===== src/hdl/plx_pkg.sv =====
// Shared types, constants and helper functions of the punctuation and number lexer.
`default_nettype none

package plx_pkg;

    // Default width of the source offset counters.
    localparam int DEFAULT_OFFSET_BITS = 16;

    // Token kinds as they appear on the result channel.
    localparam logic [3:0] KIND_LPAREN = 4'd0;
    localparam logic [3:0] KIND_RPAREN = 4'd1;
    localparam logic [3:0] KIND_LBRACE = 4'd2;
    localparam logic [3:0] KIND_RBRACE = 4'd3;
    localparam logic [3:0] KIND_SEMI   = 4'd4;
    localparam logic [3:0] KIND_COMMA  = 4'd5;
    localparam logic [3:0] KIND_DOT    = 4'd6;
    localparam logic [3:0] KIND_MINUS  = 4'd7;
    localparam logic [3:0] KIND_PLUS   = 4'd8;
    localparam logic [3:0] KIND_SLASH  = 4'd9;
    localparam logic [3:0] KIND_STAR   = 4'd10;
    localparam logic [3:0] KIND_NUMBER = 4'd11;
    localparam logic [3:0] KIND_EOF    = 4'd12;
    localparam logic [3:0] KIND_ERROR  = 4'd13;

    // Character codes the scanner looks at.
    localparam logic [7:0] CH_LPAREN = 8'h28;
    localparam logic [7:0] CH_RPAREN = 8'h29;
    localparam logic [7:0] CH_LBRACE = 8'h7B;
    localparam logic [7:0] CH_RBRACE = 8'h7D;
    localparam logic [7:0] CH_SEMI   = 8'h3B;
    localparam logic [7:0] CH_COMMA  = 8'h2C;
    localparam logic [7:0] CH_DOT    = 8'h2E;
    localparam logic [7:0] CH_MINUS  = 8'h2D;
    localparam logic [7:0] CH_PLUS   = 8'h2B;
    localparam logic [7:0] CH_SLASH  = 8'h2F;
    localparam logic [7:0] CH_STAR   = 8'h2A;
    localparam logic [7:0] CH_ZERO   = 8'h30;
    localparam logic [7:0] CH_NINE   = 8'h39;
    localparam logic [7:0] CH_NL     = 8'h0A;
    localparam logic [7:0] CH_TAB    = 8'h09;
    localparam logic [7:0] CH_CR     = 8'h0D;
    localparam logic [7:0] CH_SPACE  = 8'h20;

    // Scanner modes; the pending ones hold lookahead across transfers.
    typedef enum logic [2:0] {
        MODE_NORMAL,
        MODE_SLASH,
        MODE_COMMENT,
        MODE_INT,
        MODE_INT_DOT,
        MODE_FRAC
    } scan_mode_t;

    // Input item.
    typedef struct packed {
        logic [7:0] char_code;
        logic       is_end;
    } in_t;

    // Result item.
    typedef struct packed {
        logic [3:0]  token_kind;
        logic [15:0] token_offset;
        logic [15:0] token_length;
        logic [15:0] line_number;
        logic        last_of_run;
    } out_t;

    // One token before the end-of-run flag is attached.
    typedef struct packed {
        logic [3:0]  kind;
        logic [15:0] offset;
        logic [15:0] length;
        logic [15:0] line;
    } tok_t;

    // All tokens caused by one input item, in emission order.
    typedef struct packed {
        logic [1:0]     count;
        tok_t [2:0]     slot;
    } bundle_t;

    // Saturate a counter value to the 16-bit result fields.
    function automatic logic [15:0] clamp16(input logic [31:0] v);
        return (v > 32'h0000_FFFF) ? 16'hFFFF : v[15:0];
    endfunction

    // Map a punctuation character to its kind; bit 4 flags a match.
    function automatic logic [4:0] punct_lookup(input logic [7:0] c);
        logic [4:0] r;
        r = {1'b0, KIND_ERROR};
        case (c)
            CH_LPAREN: r = {1'b1, KIND_LPAREN};
            CH_RPAREN: r = {1'b1, KIND_RPAREN};
            CH_LBRACE: r = {1'b1, KIND_LBRACE};
            CH_RBRACE: r = {1'b1, KIND_RBRACE};
            CH_SEMI:   r = {1'b1, KIND_SEMI};
            CH_COMMA:  r = {1'b1, KIND_COMMA};
            CH_DOT:    r = {1'b1, KIND_DOT};
            CH_MINUS:  r = {1'b1, KIND_MINUS};
            CH_PLUS:   r = {1'b1, KIND_PLUS};
            CH_SLASH:  r = {1'b1, KIND_SLASH};
            CH_STAR:   r = {1'b1, KIND_STAR};
            default:   r = {1'b0, KIND_ERROR};
        endcase
        return r;
    endfunction

endpackage

`default_nettype wire


===== src/hdl/plx_scan.sv =====
// Scanner state registers and the single-pass token logic for one character.
`default_nettype none

module plx_scan import plx_pkg::*; #(
    parameter int OFFSET_BITS = DEFAULT_OFFSET_BITS
) (
    input  wire logic    aclk,
    input  wire logic    aresetn,
    input  wire logic    accept,
    input  wire in_t     item,
    output bundle_t      bundle
);

    scan_mode_t             mode_reg, mode_next;
    logic [OFFSET_BITS-1:0] ts_reg, ts_next;
    logic [OFFSET_BITS-1:0] cur_reg, cur_next;
    logic [15:0]            line_reg, line_next;

    logic [7:0]             c;
    logic                   is_nl, is_ws, is_slash, is_dot, is_digit;
    logic [4:0]             punct;
    logic [OFFSET_BITS-1:0] cur_bump, dot_off, num_end, len_a;
    logic                   do_flush, do_fresh, fresh_emits;
    logic                   v_a, v_b, v_c;
    tok_t                   tok_a, tok_b, tok_c;

    // Character classes.
    assign c        = item.char_code;
    assign is_nl    = (c == CH_NL);
    assign is_ws    = (c == CH_SPACE) || (c == CH_TAB) || (c == CH_CR);
    assign is_slash = (c == CH_SLASH);
    assign is_dot   = (c == CH_DOT);
    assign is_digit = (c >= CH_ZERO) && (c <= CH_NINE);
    assign punct    = punct_lookup(c);

    // Offset arithmetic; the offset counter saturates at all ones.
    assign cur_bump = (&cur_reg) ? cur_reg : cur_reg + 1'b1;
    assign dot_off  = (cur_reg > ts_reg) ? cur_reg - 1'b1 : cur_reg;
    assign num_end  = (mode_reg == MODE_INT_DOT) ? dot_off : cur_reg;
    assign len_a    = (num_end > ts_reg) ? num_end - ts_reg : '0;

    // Mode transitions and counter updates.
    always_comb begin
        mode_next = mode_reg;
        ts_next   = ts_reg;
        cur_next  = cur_reg;
        line_next = line_reg;
        do_flush  = 1'b0;
        do_fresh  = 1'b0;

        if (item.is_end) begin
            // Flush the pending token, emit end of file, return to reset values.
            do_flush  = 1'b1;
            mode_next = MODE_NORMAL;
            ts_next   = '0;
            cur_next  = '0;
            line_next = 16'd1;
        end else begin
            unique case (mode_reg)
                MODE_COMMENT: begin
                    if (is_nl) do_fresh = 1'b1;
                    else cur_next = cur_bump;
                end
                MODE_SLASH: begin
                    if (is_slash) begin
                        mode_next = MODE_COMMENT;
                        cur_next  = cur_bump;
                    end else begin
                        do_flush = 1'b1;
                        do_fresh = 1'b1;
                    end
                end
                MODE_INT: begin
                    if (is_digit) begin
                        cur_next = cur_bump;
                    end else if (is_dot) begin
                        mode_next = MODE_INT_DOT;
                        cur_next  = cur_bump;
                    end else begin
                        do_flush = 1'b1;
                        do_fresh = 1'b1;
                    end
                end
                MODE_INT_DOT: begin
                    if (is_digit) begin
                        mode_next = MODE_FRAC;
                        cur_next  = cur_bump;
                    end else begin
                        do_flush = 1'b1;
                        do_fresh = 1'b1;
                    end
                end
                MODE_FRAC: begin
                    if (is_digit) begin
                        cur_next = cur_bump;
                    end else begin
                        do_flush = 1'b1;
                        do_fresh = 1'b1;
                    end
                end
                default: begin
                    do_fresh = 1'b1;
                end
            endcase

            // Scan the character with nothing pending.
            if (do_fresh) begin
                mode_next = MODE_NORMAL;
                cur_next  = cur_bump;
                if (is_nl) begin
                    if (line_reg != 16'hFFFF) line_next = line_reg + 16'd1;
                end else if (is_ws) begin
                    line_next = line_reg;
                end else if (is_slash) begin
                    mode_next = MODE_SLASH;
                    ts_next   = cur_reg;
                end else if (is_digit) begin
                    mode_next = MODE_INT;
                    ts_next   = cur_reg;
                end else begin
                    ts_next = cur_reg;
                end
            end
        end
    end

    // Tokens: a pending slash or number, a split-off dot, then the new one.
    assign fresh_emits = !is_nl && !is_ws && !is_slash && !is_digit;
    assign v_a = do_flush && (mode_reg inside {MODE_SLASH, MODE_INT, MODE_INT_DOT, MODE_FRAC});
    assign v_b = do_flush && (mode_reg == MODE_INT_DOT);
    assign v_c = item.is_end || (do_fresh && fresh_emits);

    assign tok_a.kind   = (mode_reg == MODE_SLASH) ? KIND_SLASH : KIND_NUMBER;
    assign tok_a.offset = clamp16(32'(ts_reg));
    assign tok_a.length = clamp16(32'(len_a));
    assign tok_a.line   = line_reg;

    assign tok_b.kind   = KIND_DOT;
    assign tok_b.offset = clamp16(32'(dot_off));
    assign tok_b.length = 16'd1;
    assign tok_b.line   = line_reg;

    assign tok_c.kind   = item.is_end ? KIND_EOF : punct[3:0];
    assign tok_c.offset = clamp16(32'(cur_reg));
    assign tok_c.length = item.is_end ? 16'd0 : 16'd1;
    assign tok_c.line   = line_reg;

    // Pack the valid tokens into consecutive slots.
    assign bundle.count   = {1'b0, v_a} + {1'b0, v_b} + {1'b0, v_c};
    assign bundle.slot[0] = v_a ? tok_a : tok_c;
    assign bundle.slot[1] = v_b ? tok_b : tok_c;
    assign bundle.slot[2] = tok_c;

    // Scanner state register, updated on each input transfer.
    always_ff @(posedge aclk) begin
        if (!aresetn) begin
            mode_reg <= MODE_NORMAL;
            ts_reg   <= '0;
            cur_reg  <= '0;
            line_reg <= 16'd1;
        end else if (accept) begin
            mode_reg <= mode_next;
            ts_reg   <= ts_next;
            cur_reg  <= cur_next;
            line_reg <= line_next;
        end
    end

endmodule

`default_nettype wire


===== src/hdl/plx_outq.sv =====
// Two-entry token bundle queue that hands out one token per result transfer.
`default_nettype none

module plx_outq import plx_pkg::*; (
    input  wire logic    aclk,
    input  wire logic    aresetn,
    input  wire logic    push,
    input  wire bundle_t push_data,
    output logic         in_ready,
    output logic         m_valid,
    input  wire logic    m_ready,
    output out_t         m_data
);

    bundle_t    entry_reg [2];
    logic       wr_ptr_reg, wr_ptr_next;
    logic       rd_ptr_reg, rd_ptr_next;
    logic [1:0] fill_reg, fill_next;
    logic [1:0] idx_reg, idx_next;
    bundle_t    head;
    tok_t       tok;
    logic       last, pop;

    // Head bundle and the token currently offered.
    assign head     = entry_reg[rd_ptr_reg];
    assign tok      = head.slot[idx_reg];
    assign last     = (idx_reg == head.count - 2'd1);
    assign m_valid  = (fill_reg != 2'd0);
    assign in_ready = (fill_reg != 2'd2);
    assign pop      = m_valid && m_ready && last;

    assign m_data.token_kind   = tok.kind;
    assign m_data.token_offset = tok.offset;
    assign m_data.token_length = tok.length;
    assign m_data.line_number  = tok.line;
    assign m_data.last_of_run  = last;

    // Pointer, fill and slot index updates.
    always_comb begin
        wr_ptr_next = push ? !wr_ptr_reg : wr_ptr_reg;
        rd_ptr_next = pop ? !rd_ptr_reg : rd_ptr_reg;
        fill_next   = fill_reg + {1'b0, push} - {1'b0, pop};
        if (pop) idx_next = 2'd0;
        else if (m_valid && m_ready) idx_next = idx_reg + 2'd1;
        else idx_next = idx_reg;
    end

    always_ff @(posedge aclk) begin
        if (!aresetn) begin
            wr_ptr_reg <= 1'b0;
            rd_ptr_reg <= 1'b0;
            fill_reg   <= 2'd0;
            idx_reg    <= 2'd0;
        end else begin
            wr_ptr_reg <= wr_ptr_next;
            rd_ptr_reg <= rd_ptr_next;
            fill_reg   <= fill_next;
            idx_reg    <= idx_next;
        end
    end

    // Bundle storage needs no reset.
    always_ff @(posedge aclk) begin
        if (push) entry_reg[wr_ptr_reg] <= push_data;
    end

    // The fill count never goes past two bundles.
    a_fill_bound: assert property (@(posedge aclk) disable iff (!aresetn)
        fill_reg != 2'd3)
        else $error("bundle queue fill count out of range");

    // A bundle in the queue always holds at least one token.
    a_head_nonempty: assert property (@(posedge aclk) disable iff (!aresetn)
        m_valid |-> head.count != 2'd0)
        else $error("empty bundle reached the queue head");

    // The token index stays inside the head bundle.
    a_idx_range: assert property (@(posedge aclk) disable iff (!aresetn)
        m_valid |-> idx_reg < head.count)
        else $error("token index beyond bundle count");

    // Retiring a bundle rewinds the token index.
    a_pop_rewind: assert property (@(posedge aclk) disable iff (!aresetn)
        pop |=> idx_reg == 2'd0)
        else $error("token index not cleared after bundle retired");

endmodule

`default_nettype wire


===== src/hdl/punctuation_number_lexer.sv =====
// Top level of the punctuation and number lexer: scanner plus token output queue.
// The tokens of a character are registered in the token bundle queue on its transfer, then offered on m_.
// One character is accepted per cycle while the queue has room; a character that yields n tokens
// (n up to 3) leaves as n result transfers, and one that yields none adds no result transfers.
// The input is stalled only while the two-entry token bundle queue is full.
// Reset (aresetn low, synchronous): normal mode, offsets 0, line 1, queue empty.
`default_nettype none

module punctuation_number_lexer import plx_pkg::*; #(
    parameter int OFFSET_BITS = DEFAULT_OFFSET_BITS
) (
    input  wire logic aclk,
    input  wire logic aresetn,
    input  wire logic s_valid,
    output logic      s_ready,
    input  wire in_t  s_data,
    output logic      m_valid,
    input  wire logic m_ready,
    output out_t      m_data
);

    logic    accept;
    logic    push;
    bundle_t bundle;

    // An input transfer updates the scanner and queues its tokens, if any.
    assign accept = s_valid && s_ready;
    assign push   = accept && (bundle.count != 2'd0);

    plx_scan #(
        .OFFSET_BITS(OFFSET_BITS)
    ) u_scan (
        .aclk    (aclk),
        .aresetn (aresetn),
        .accept  (accept),
        .item    (s_data),
        .bundle  (bundle)
    );

    plx_outq u_outq (
        .aclk      (aclk),
        .aresetn   (aresetn),
        .push      (push),
        .push_data (bundle),
        .in_ready  (s_ready),
        .m_valid   (m_valid),
        .m_ready   (m_ready),
        .m_data    (m_data)
    );

endmodule

`default_nettype wire


===== config.mk =====
export PLATFORM = sky130hd
export DESIGN_NAME = punctuation_number_lexer
export DESIGN_NICKNAME = d
export VERILOG_FILES = /design/src/hdl/plx_pkg.sv /design/src/hdl/plx_scan.sv /design/src/hdl/plx_outq.sv /design/src/hdl/punctuation_number_lexer.sv
export SDC_FILE = /design/constraint.sdc
export NUM_CORES = 1
export LEC_CHECK = 0
export BUFFER_PORTS_ARGS = -buffer_cell sky130_fd_sc_hd__buf_2
export CORE_MARGIN = 2
export CORE_UTILIZATION = 40
export DETAILED_ROUTE_END_ITERATION = 7
export PLACE_DENSITY = 0.61
export SYNTH_ARGS = -nofsm -noshare
export SYNTH_HDL_FRONTEND = slang
export SYNTH_SLANG_ARGS = --single-unit

===== constraint.sdc =====
create_clock -name aclk -period 21.6 [get_ports aclk]
set_input_delay 5.4 -clock aclk [delete_from_list [all_inputs] [get_ports aclk]]
set_output_delay 5.4 -clock aclk [all_outputs]
set_load 0.005 [all_outputs]

==> results of run 1 <==
cells in the final DEF (no fill, tap or decap), types with 6 or more instances in the layout:
cell type,count
nor3_1,24
edfxtp_1,192
clkbuf_16,27
or3_1,13
nand2_1,85
inv_1,59
o21ai_0,58
and3_1,6
buf_4,9
nand3_1,27
nor4_1,7
nor2b_1,15
nand4_1,11
dfxtp_1,57
nor2_1,93
and2_1,12
xnor2_1,43
mux2i_1,73
clkbuf_1,7
a21o_1,6
ha_1,37
a211oi_1,7
a21oi_1,29
o22ai_1,22
nand2b_1,13
xor2_1,18
buf_2,67
o21a_1,20
mux4_2,21
layer usage:
metal	up-vias	GRT usage [%]	part of all wire, %
met5	-	0	0
met4	0	4.78	2.1
met3	46	2.61	5.3
met2	220	29.2	46
met1	4104	25.1	47
li1	4093	-	-
per-stage QoR:
step	setup WS (ps)	util [%]	hold WS (ps)	instance area (um2)
6_report	12070	45.3	457	14200
5_1_grt	11830	45.3	481	14200
4_1_cts	11520	45.3	459	14200
3_5_place_dp	10990	42.4	448	13300
3_3_place_gp	11120	42.4	442	13300
2_1_floorplan	9420	-	435	12600
power breakdown:
part	switching, mW	internal, mW	leakage, nW
logic	0.144	0.105	2.21
clock network	0.181	0.282	0.432
registers	0.0247	0.574	2.28
worst register-to-register path: cells and delay by family, from the launching register on:
family / cells / cell delay [ps]
DFF: 1 / 630
and+or+nand+nor: 2 / 350
buffers and inverters: 1 / 50
xor gates and xnor gates: 1 / 280
adders and majority gates: 3 / 970
AOI/OAI and AO/OA: 8 / 3020
worst max path at each step:
stage / startpoint / cells after the start / slack [ps] / endpoint
after floorplan: s_data[5] / 9 / 9420 / u_outq.entry_reg[0][100]
after global placement: s_data[5] / 9 / 11120 / u_outq.entry_reg[0][102]
after detailed placement: s_data[5] / 9 / 10990 / u_outq.entry_reg[0][137]
after CTS: s_data[5] / 9 / 11520 / u_outq.entry_reg[0][34]
after global routing: s_data[5] / 10 / 11830 / u_outq.entry_reg[1][86]
final: s_data[5] / 10 / 12070 / u_outq.entry_reg[1][122]
cell families after synthesis:
logic type | after synthesis | synth area share, %
mux | 95 | 9.62
xor+xnor | 61 | 4.23
buf+inv | 125 | 3.94
flops | 250 | 54.9
fa+ha+maj | 39 | 3.98
compound gates | 191 | 9.94
simple gates | 340 | 13.4
final cells by class:
cell class	instances	area [um2]	area share (%)
Clock buffer	39	771	5.43
Clock inverter	9	128	0.899
Inverter	60	225	1.59
Multi-Input combinational cell	726	5210	36.7
Sequential cell	250	6930	48.8
Tap cell	402	503	3.54
Timing Repair Buffer	77	423	2.98
==> impl_metrics.csv, run 1 <==
group,metric,value,unit
critical_path,worstSetupPathType,"primary input to register",
drt,vias_per_cell,5.41,
synth,syn_area,12600,um2
power_and_ir_drop,peakVddDrop,0.0557,mV
critical_path,crit-reg2reg-capture,"u_outq.entry_reg[0][20]",
grt,track_usage,17.9,%
floorplanning,dieWidth,182,um
finish,largest_register_ffs,192,
cts,hold_buffers,0,
critical_path,path_delay_family,"simple AND/OR/NAND/NOR gates",
critical_path,cp.required,21740,ps
cts,cts_tree,"done",
power_and_ir_drop,leakagePower,4.91,nW
critical_path,start_kind,"primary input",
timing,clock.fmax,105,MHz
floorplanning,rows,65,
worst_hold_path,min_path_cells,2,
cts,ctsResizeCount,0,
timing,worstMarginPinSlew,1130,ps
critical_path,rrSetupSlack,15990,ps
floorplanning,initial_core_util,40.3,%
timing,tns,0,ps
critical_path,path_cells,"buf_2 -> or4b_1 -> o31ai_4 -> o2111a_1 -> nor2_1 -> fa_1 -> o21ai_0 -> inv_1 -> and2_4 -> buf_4",
power_and_ir_drop,p_per_area,92.4,nW/um2
critical_path,cp_max_fo,59,
placement,port_buffers,67,
synth,synth.largest_area_cell,"edfxtp_1",
cts,htree_levels,1,
timing,hold_violations,0,
critical_path,timing.rr.start,"u_scan.cur_reg[7]",
critical_path,reg2reg_depth,15,
synth,yosys_warnings,0,
synth,synth.ff_latch_count,250,
cts,cts.clk_slew.worst_paths,60,ps
cts,root_buffer,"clkbuf_16",
cts,numCtsBuffers,26,
placement,gp_congestion,0.874,
floorplanning,core_area,31300,um2
drt,drt_wl_total,29500,um
drt,antenna_left,0,
worst_hold_path,worstHoldEndpoint,"u_scan.ts_reg[2]",
timing,maxSlewHeadroom,24.3,%
finish,stdcell_count,1563,
finish,fin_nets,1193,
synth,yosys-top-cells-area,"edfxtp_1, dfxtp_1, mux2i_1, mux4_2, ha_1",
synth,synth_cell_types,70,
timing,fin_crit,9530,ps
synth,synthCells,1101,
cts,cts.sinks,250,
cts,clockBufferDepth,3,
run_status,status,"finished, final reports clean",
grt,grt_pass1_vias,8295,
finish,n_antenna_cell,0,
critical_path,critical-path-slowest-cell,"buf_4",
cts,clk_latency,540,ps
floorplanning,die_h,182,um
synth,synth_top_area_share,45.7,%
worst_hold_path,worstHoldStart,"u_scan.ts_reg[2]",
timing,finalSetupViolCount,0,
job,cap_violations,0,
drt,wl_per_cell,18.9,um
synth,yosysMostFrequentCell,"edfxtp_1",
floorplanning,dieArea,33000,um2
grt,antenna_found_initial,0,
grt,grt_pass1_wl,47000,um
finish,fillers,2889,
grt,grt_overflow,0,
timing,skew,33.1,ps
synth,synth_edf_count,192,
timing,maxSlewViolCount,0,
critical_path,cp_num_buf_inv,3,
critical_path,endpoint_kind,"register",
power_and_ir_drop,finalPower,1.31,mW
placement,dp_cells,1514,
drt,drc,0,
synth,synthFlopType,"edfxtp_1",
synth,synth_nets,1153,
synth,async_reset_ff_share,0,%
placement,dp_hpwl,20500,um
drt,drtIter0Drc,660,
timing,rsz0062_at_grt,"no",
finish,drive_above_1_share,13.5,%
synth,synthTopCellsByCount,"edfxtp_1, nor2_1, nand2_1, mux2i_1, inv_1",
drt,via_count,8463,
worst_hold_path,hold_class,"register to register",
floorplanning,pin_count,68,
drt,drt_pass1_iterations,5,
grt,grt_max_degree,60,
critical_path,arrival,9660,ps
cts,post_cts_buffers,0,
synth,synth-seq-area-share,54.9,%
timing,finalCritPeriodShare,44.1,%
finish,area.growth.synth_to_final,12.4,%
synth,synth.avg_cell_area,11.5,um2
critical_path,cpPeakStageDelay,730,ps
Note: power is estimated with default switching activity, not from simulation.
==> inputs of run 2 (changes only) <==
--- a/config.mk
+++ b/config.mk
@@ -9,7 +9,7 @@
 export CORE_MARGIN = 2
 export CORE_UTILIZATION = 40
 export DETAILED_ROUTE_END_ITERATION = 7
-export PLACE_DENSITY = 0.61
+export PLACE_DENSITY = 0.63
 export SYNTH_ARGS = -nofsm -noshare
 export SYNTH_HDL_FRONTEND = slang
 export SYNTH_SLANG_ARGS = --single-unit
==> constraint.sdc (replaced) <==
create_clock -name aclk -period 8.2 [get_ports aclk]
set_input_delay 2.05 -clock aclk [delete_from_list [all_inputs] [get_ports aclk]]
set_output_delay 2.05 -clock aclk [all_outputs]
set_load 0.005 [all_outputs]
==> impl_metrics.csv, run 2 (synthesized netlist as in run 1, its figures left out) <==
group,metric,value,unit
critical_path,start_kind,"primary input",
critical_path,arrival,6480,ps
timing,finalCritPeriodShare,76.6,%
cts,htree_levels,1,
finish,ff_latch_area,6930,um2
placement,dpl_worst_slack,1420,ps
grt,grt_pass1_vias,8307,
cts,root_buffer,"clkbuf_16",
cts,clockBufferDepth,3,
placement,port_buffers,67,
worst_hold_path,hold_class,"register to register",
floorplanning,core_area,31300,um2
grt,grt_pass1_wl,46500,um
power_and_ir_drop,peakVddDrop,0.141,mV
finish,stdcell_count,1560,
timing,rsz0062_at_grt,"no",
cts,clk_latency,520,ps
floorplanning,dieArea,33000,um2
grt,antenna_found_initial,0,
critical_path,cp_max_fo,61,
cts,hold_buffers,0,
timing,finalSetupViolCount,0,
floorplanning,dieWidth,182,um
placement,dp_hpwl,20100,um
drt,drc,0,
grt,grt_overflow,0,
cts,ctsResizeCount,0,
drt,drt_wl_total,29000,um
drt,drtIter0Drc,618,
timing,worstMarginPinSlew,1140,ps
critical_path,endpoint_kind,"register",
placement,gp_congestion,0.896,
timing,maxSlewViolCount,0,
drt,drt_pass1_iterations,5,
timing,skew,12.9,ps
drt,vias_per_cell,5.47,
floorplanning,rows,65,
timing,worst_slack,1920,ps
finish,n_antenna_cell,0,
drt,wl_per_cell,18.6,um
timing,fin_crit,6280,ps
finish,final_cell_mix,"edfxtp_1, nor2_1, nand2_1",
grt,track_usage,17.6,%
cts,cts_tree,"done",
critical_path,cp.required,8390,ps
finish,fin_nets,1192,
finish,multiInputGateArea,5210,um2
finish,fillers,2814,
critical_path,worstSetupPathType,"primary input to register",
cts,numCtsBuffers,25,
run_status,status,"finished, final reports clean",
cts,cts.clk_slew.worst_paths,60,ps
timing,tns,0,ps
timing,hold_violations,0,
finish,drive_above_1_share,13.1,%
power_and_ir_drop,finalPower,3.36,mW
job,cap_violations,0,
placement,dp_cells,1515,
cts,post_cts_buffers,0,
finish,largest_register_ffs,192,
floorplanning,pin_count,68,
floorplanning,die_h,182,um
timing,maxSlewHeadroom,23.6,%
drt,antenna_left,0,
grt,grt_max_degree,81,
power_and_ir_drop,p_per_area,238,nW/um2
drt,via_count,8532,
finish,final_common_cell,"edfxtp_1",
floorplanning,initial_core_util,40.3,%
finish,area.growth.synth_to_final,11.7,%
timing,clock.fmax,159,MHz
cts,cts.sinks,250,
power_and_ir_drop,leakagePower,4.87,nW
## run 2: path summary, 6_finish.rpt
| path | from | endpoint | slack, ps | depth (start not counted) |
|---|---|---|---|---|
| max | s_data[5] | u_outq.entry_reg[1][27] | 1920 | 10 |
| min | u_scan.ts_reg[4] | u_scan.ts_reg[4] | 460 | 2 |
| max reg2reg | u_scan.cur_reg[0] | u_outq.entry_reg[0][20] | 2640 | 16 |
| min reg2reg | u_scan.ts_reg[4] | u_scan.ts_reg[4] | 460 | 2 |
## run 2: layout make-up
type                            instances  area share, %
Clock buffer                           35           4.77
Inverter                               60           1.60
Tap cell                              402           3.57
Clock inverter                         10          0.949
Sequential cell                       250           49.1
Timing Repair Buffer                   77           3.00
Multi-Input combinational cell        726           37.0
## run 2: per-layer routing
layer	vias up	wire length [um]	part of all wire, %	global-route usage, %
met2	237	13300	46	28.2
met3	55	1520	5.3	2.19
li1	4105	-	-	-
met4	0	662	2.3	4.72
met1	4135	13600	47	25.2
met5	-	0	0	0
## run 2: worst max-delay path: stages
cell	delay, ps
buf_2	140
or4b_1	730
o31ai_4	380
o2111a_1	600
nor2_1	370
fa_1	660
o21ai_0	180
inv_1	160
and2_4	750
buf_4	420
## run 2: report_power, final
| group | internal [mW] | total [mW] | leakage [nW] | switching [mW] |
|---|---|---|---|---|
| logic | 0.276 | 0.653 | 2.21 | 0.377 |
| clock network | 0.668 | 1.13 | 0.388 | 0.467 |
| registers | 1.51 | 1.57 | 2.28 | 0.0604 |
## run 2: per-stage QoR
stage,cell area (um2),utilization [%],hold WS [ps]
6_report,14100,45.0,461
5_1_grt,14100,45.0,482
4_1_cts,14100,45.0,461
3_5_place_dp,13300,42.5,452
3_3_place_gp,13300,42.5,443
2_1_floorplan,12600,-,435
==> inputs of run 3 (changes only) <==
--- a/config.mk
+++ b/config.mk
@@ -9,7 +9,7 @@
 export CORE_MARGIN = 2
 export CORE_UTILIZATION = 40
 export DETAILED_ROUTE_END_ITERATION = 7
-export PLACE_DENSITY = 0.63
+export PLACE_DENSITY = 0.61
 export SYNTH_ARGS = -nofsm -noshare
 export SYNTH_HDL_FRONTEND = slang
 export SYNTH_SLANG_ARGS = --single-unit
==> constraint.sdc (replaced) <==
create_clock -name aclk -period 5.9 [get_ports aclk]
set_input_delay 1.475 -clock aclk [delete_from_list [all_inputs] [get_ports aclk]]
set_output_delay 1.475 -clock aclk [all_outputs]
set_load 0.005 [all_outputs]
==> impl_metrics.csv, run 3 (synthesized netlist as in run 1, its figures left out) <==
group,metric,value,unit
drt,wl_met1,14300,um
drt,antenna_left,0,
placement,port_buffers,67,
placement,gp_congestion,0.873,
cts,clockBufferDepth,3,
floorplanning,rows,65,
critical_path,reg2reg_depth,17,
power_and_ir_drop,leakagePower,4.97,nW
drt,vias_per_cell,5.45,
critical_path,timing.rr.start,"u_scan.cur_reg[0]",
timing,rsz0062_at_grt,"no",
placement,dp_cells,1531,
run_status,status,"finished, final reports clean",
floorplanning,pin_count,68,
drt,drt_pass1_iterations,5,
timing,maxSlewViolCount,0,
grt,grt_pass1_vias,8405,
power_and_ir_drop,finalPower,4.74,mW
finish,fin_area,14300,um2
drt,drtIter0Drc,853,
finish,final_cell_mix,"edfxtp_1, nor2_1, nand2_1",
worst_hold_path,hold_class,"register to register",
drt,via_count,8607,
finish,fillers,2838,
timing,skew,27.5,ps
critical_path,rrSetupSlack,770,ps
timing,fin_crit,5130,ps
critical_path,path_cells,"inv_1 -> ha_1 -> nor2b_1 -> o211ai_1 -> a2111o_1 -> a31oi_1 -> xnor2_1 -> ha_1 -> inv_1 -> fa_1 -> a211oi_1 -> nor2_1 -> o311ai_1 -> a211oi_1 -> o21ai_2 -> buf_4 -> a311oi_1",
drt,drc,0,
grt,grt_overflow,0,
power_and_ir_drop,p_per_area,332,nW/um2
timing,tns,0,ps
drt,dr.max_layer_used,"met4",
worst_hold_path,worstHoldStart,"u_scan.ts_reg[11]",
timing,maxSlewHeadroom,25.4,%
grt,antenna_found_initial,0,
critical_path,critical-path-slowest-cell,"a31oi_1",
floorplanning,die_h,182,um
floorplanning,dieArea,33000,um2
cts,cts_tree,"done",
timing,finalSetupViolCount,0,
critical_path,cp.required,6160,ps
cts,hold_buffers,0,
drt,wl_per_cell,19.1,um
finish,stdcell_count,1579,
critical_path,crit-reg2reg-capture,"u_outq.entry_reg[1][29]",
timing,finalCritPeriodShare,87.0,%
finish,drive_above_1_share,13.9,%
finish,fin_nets,1209,
placement,dp_hpwl,21100,um
timing,hold_violations,0,
grt,grt_pass1_wl,47600,um
critical_path,cp_max_fo,15,
worst_hold_path,worstHoldEndpoint,"u_scan.ts_reg[11]",
cts,cts.clk_slew.worst_paths,60,ps
cts,root_buffer,"clkbuf_16",
floorplanning,initial_core_util,40.3,%
finish,largest_register_ffs,192,
finish,area.growth.synth_to_final,13.1,%
critical_path,cpPeakStageDelay,700,ps
cts,post_cts_buffers,0,
critical_path,arrival,5390,ps
placement,placed_cell_area,13400,um2
critical_path,worstSetupPathType,"register to register",
cts,numCtsBuffers,26,
drt,wl_met2,13900,um
timing,worstMarginPinSlew,1120,ps
worst_hold_path,min_path_cells,2,
cts,cts.sinks,250,
floorplanning,dieWidth,182,um
timing,hold_slack,460,ps
cts,htree_levels,1,
finish,ff_latch_area,6930,um2
job,cap_violations,0,
cts,clk_latency,540,ps
finish,multiInputGateArea,5210,um2
floorplanning,core_area,31300,um2
critical_path,endpoint_kind,"register",
grt,track_usage,18.2,%
finish,final_common_cell,"edfxtp_1",
timing,clock.fmax,195,MHz
drt,met3_length,1430,um
grt,grt_max_degree,64,
cts,ctsResizeCount,0,
power_and_ir_drop,peakVddDrop,0.174,mV
drt,drt_wl_total,30200,um
critical_path,start_kind,"register",
finish,n_antenna_cell,0,
run 3: cell count changes in the layout (fill, tap and decap cells not counted), sizes merged:
cell,previous run,this run
clkinvlp,2,3
clkinv,6,8
buf,77,93
run 3: report_power, final:
group          total, mW  internal (mW)  switching [mW]
Sequential          2.20           2.10          0.0949
Combinational      0.915          0.392           0.523
Clock               1.63          0.967           0.664
Total               4.74           3.46            1.28
run 3: metal layers:
layer  global-route usage, %  vias to the layer above
met4                    4.78                        0
met5                       0                        -
li1                        -                     4138
met3                    2.45                       39
met1                    26.4                     4202
met2                    28.9                      228
run 3: through the flow:
stage	worst slack, ps	util [%]
after global placement	774	42.9
final	769	45.6
after detailed placement	751	42.9
after global routing	419	45.6
after floorplan	320	-
after CTS	816	45.6
run 3: worst max-delay path, delay by kind of cell, from the launching register on:
family / cells / cell delay [ps]
fa+ha+maj: 3 / 860
xor+xnor: 1 / 210
compound gates: 8 / 2510
simple gates: 2 / 230
flops: 1 / 570
buf+inv: 3 / 470
run 3: how the worst max path moves through the flow:
stage | start | end | depth (start not counted)
3_5_place_dp | s_data[5] | u_outq.entry_reg[1][41] | 11
3_3_place_gp | s_data[5] | u_outq.entry_reg[1][41] | 11
5_1_grt | u_scan.cur_reg[0] | u_outq.entry_reg[1][29] | 17
6_report | u_scan.cur_reg[0] | u_outq.entry_reg[1][29] | 17
4_1_cts | u_scan.cur_reg[0] | u_outq.entry_reg[1][21] | 17
2_1_floorplan | s_data[5] | u_outq.entry_reg[0][100] | 9
run 3: layout make-up:
type / count / share of cell area [%]
clock inverter: 13 / 0.972
timing repair buffer: 93 / 3.98
multi-input combinational: 726 / 36.5
sequential: 250 / 48.5
inverter: 60 / 1.58
clock buffer: 35 / 4.94
tap: 402 / 3.52
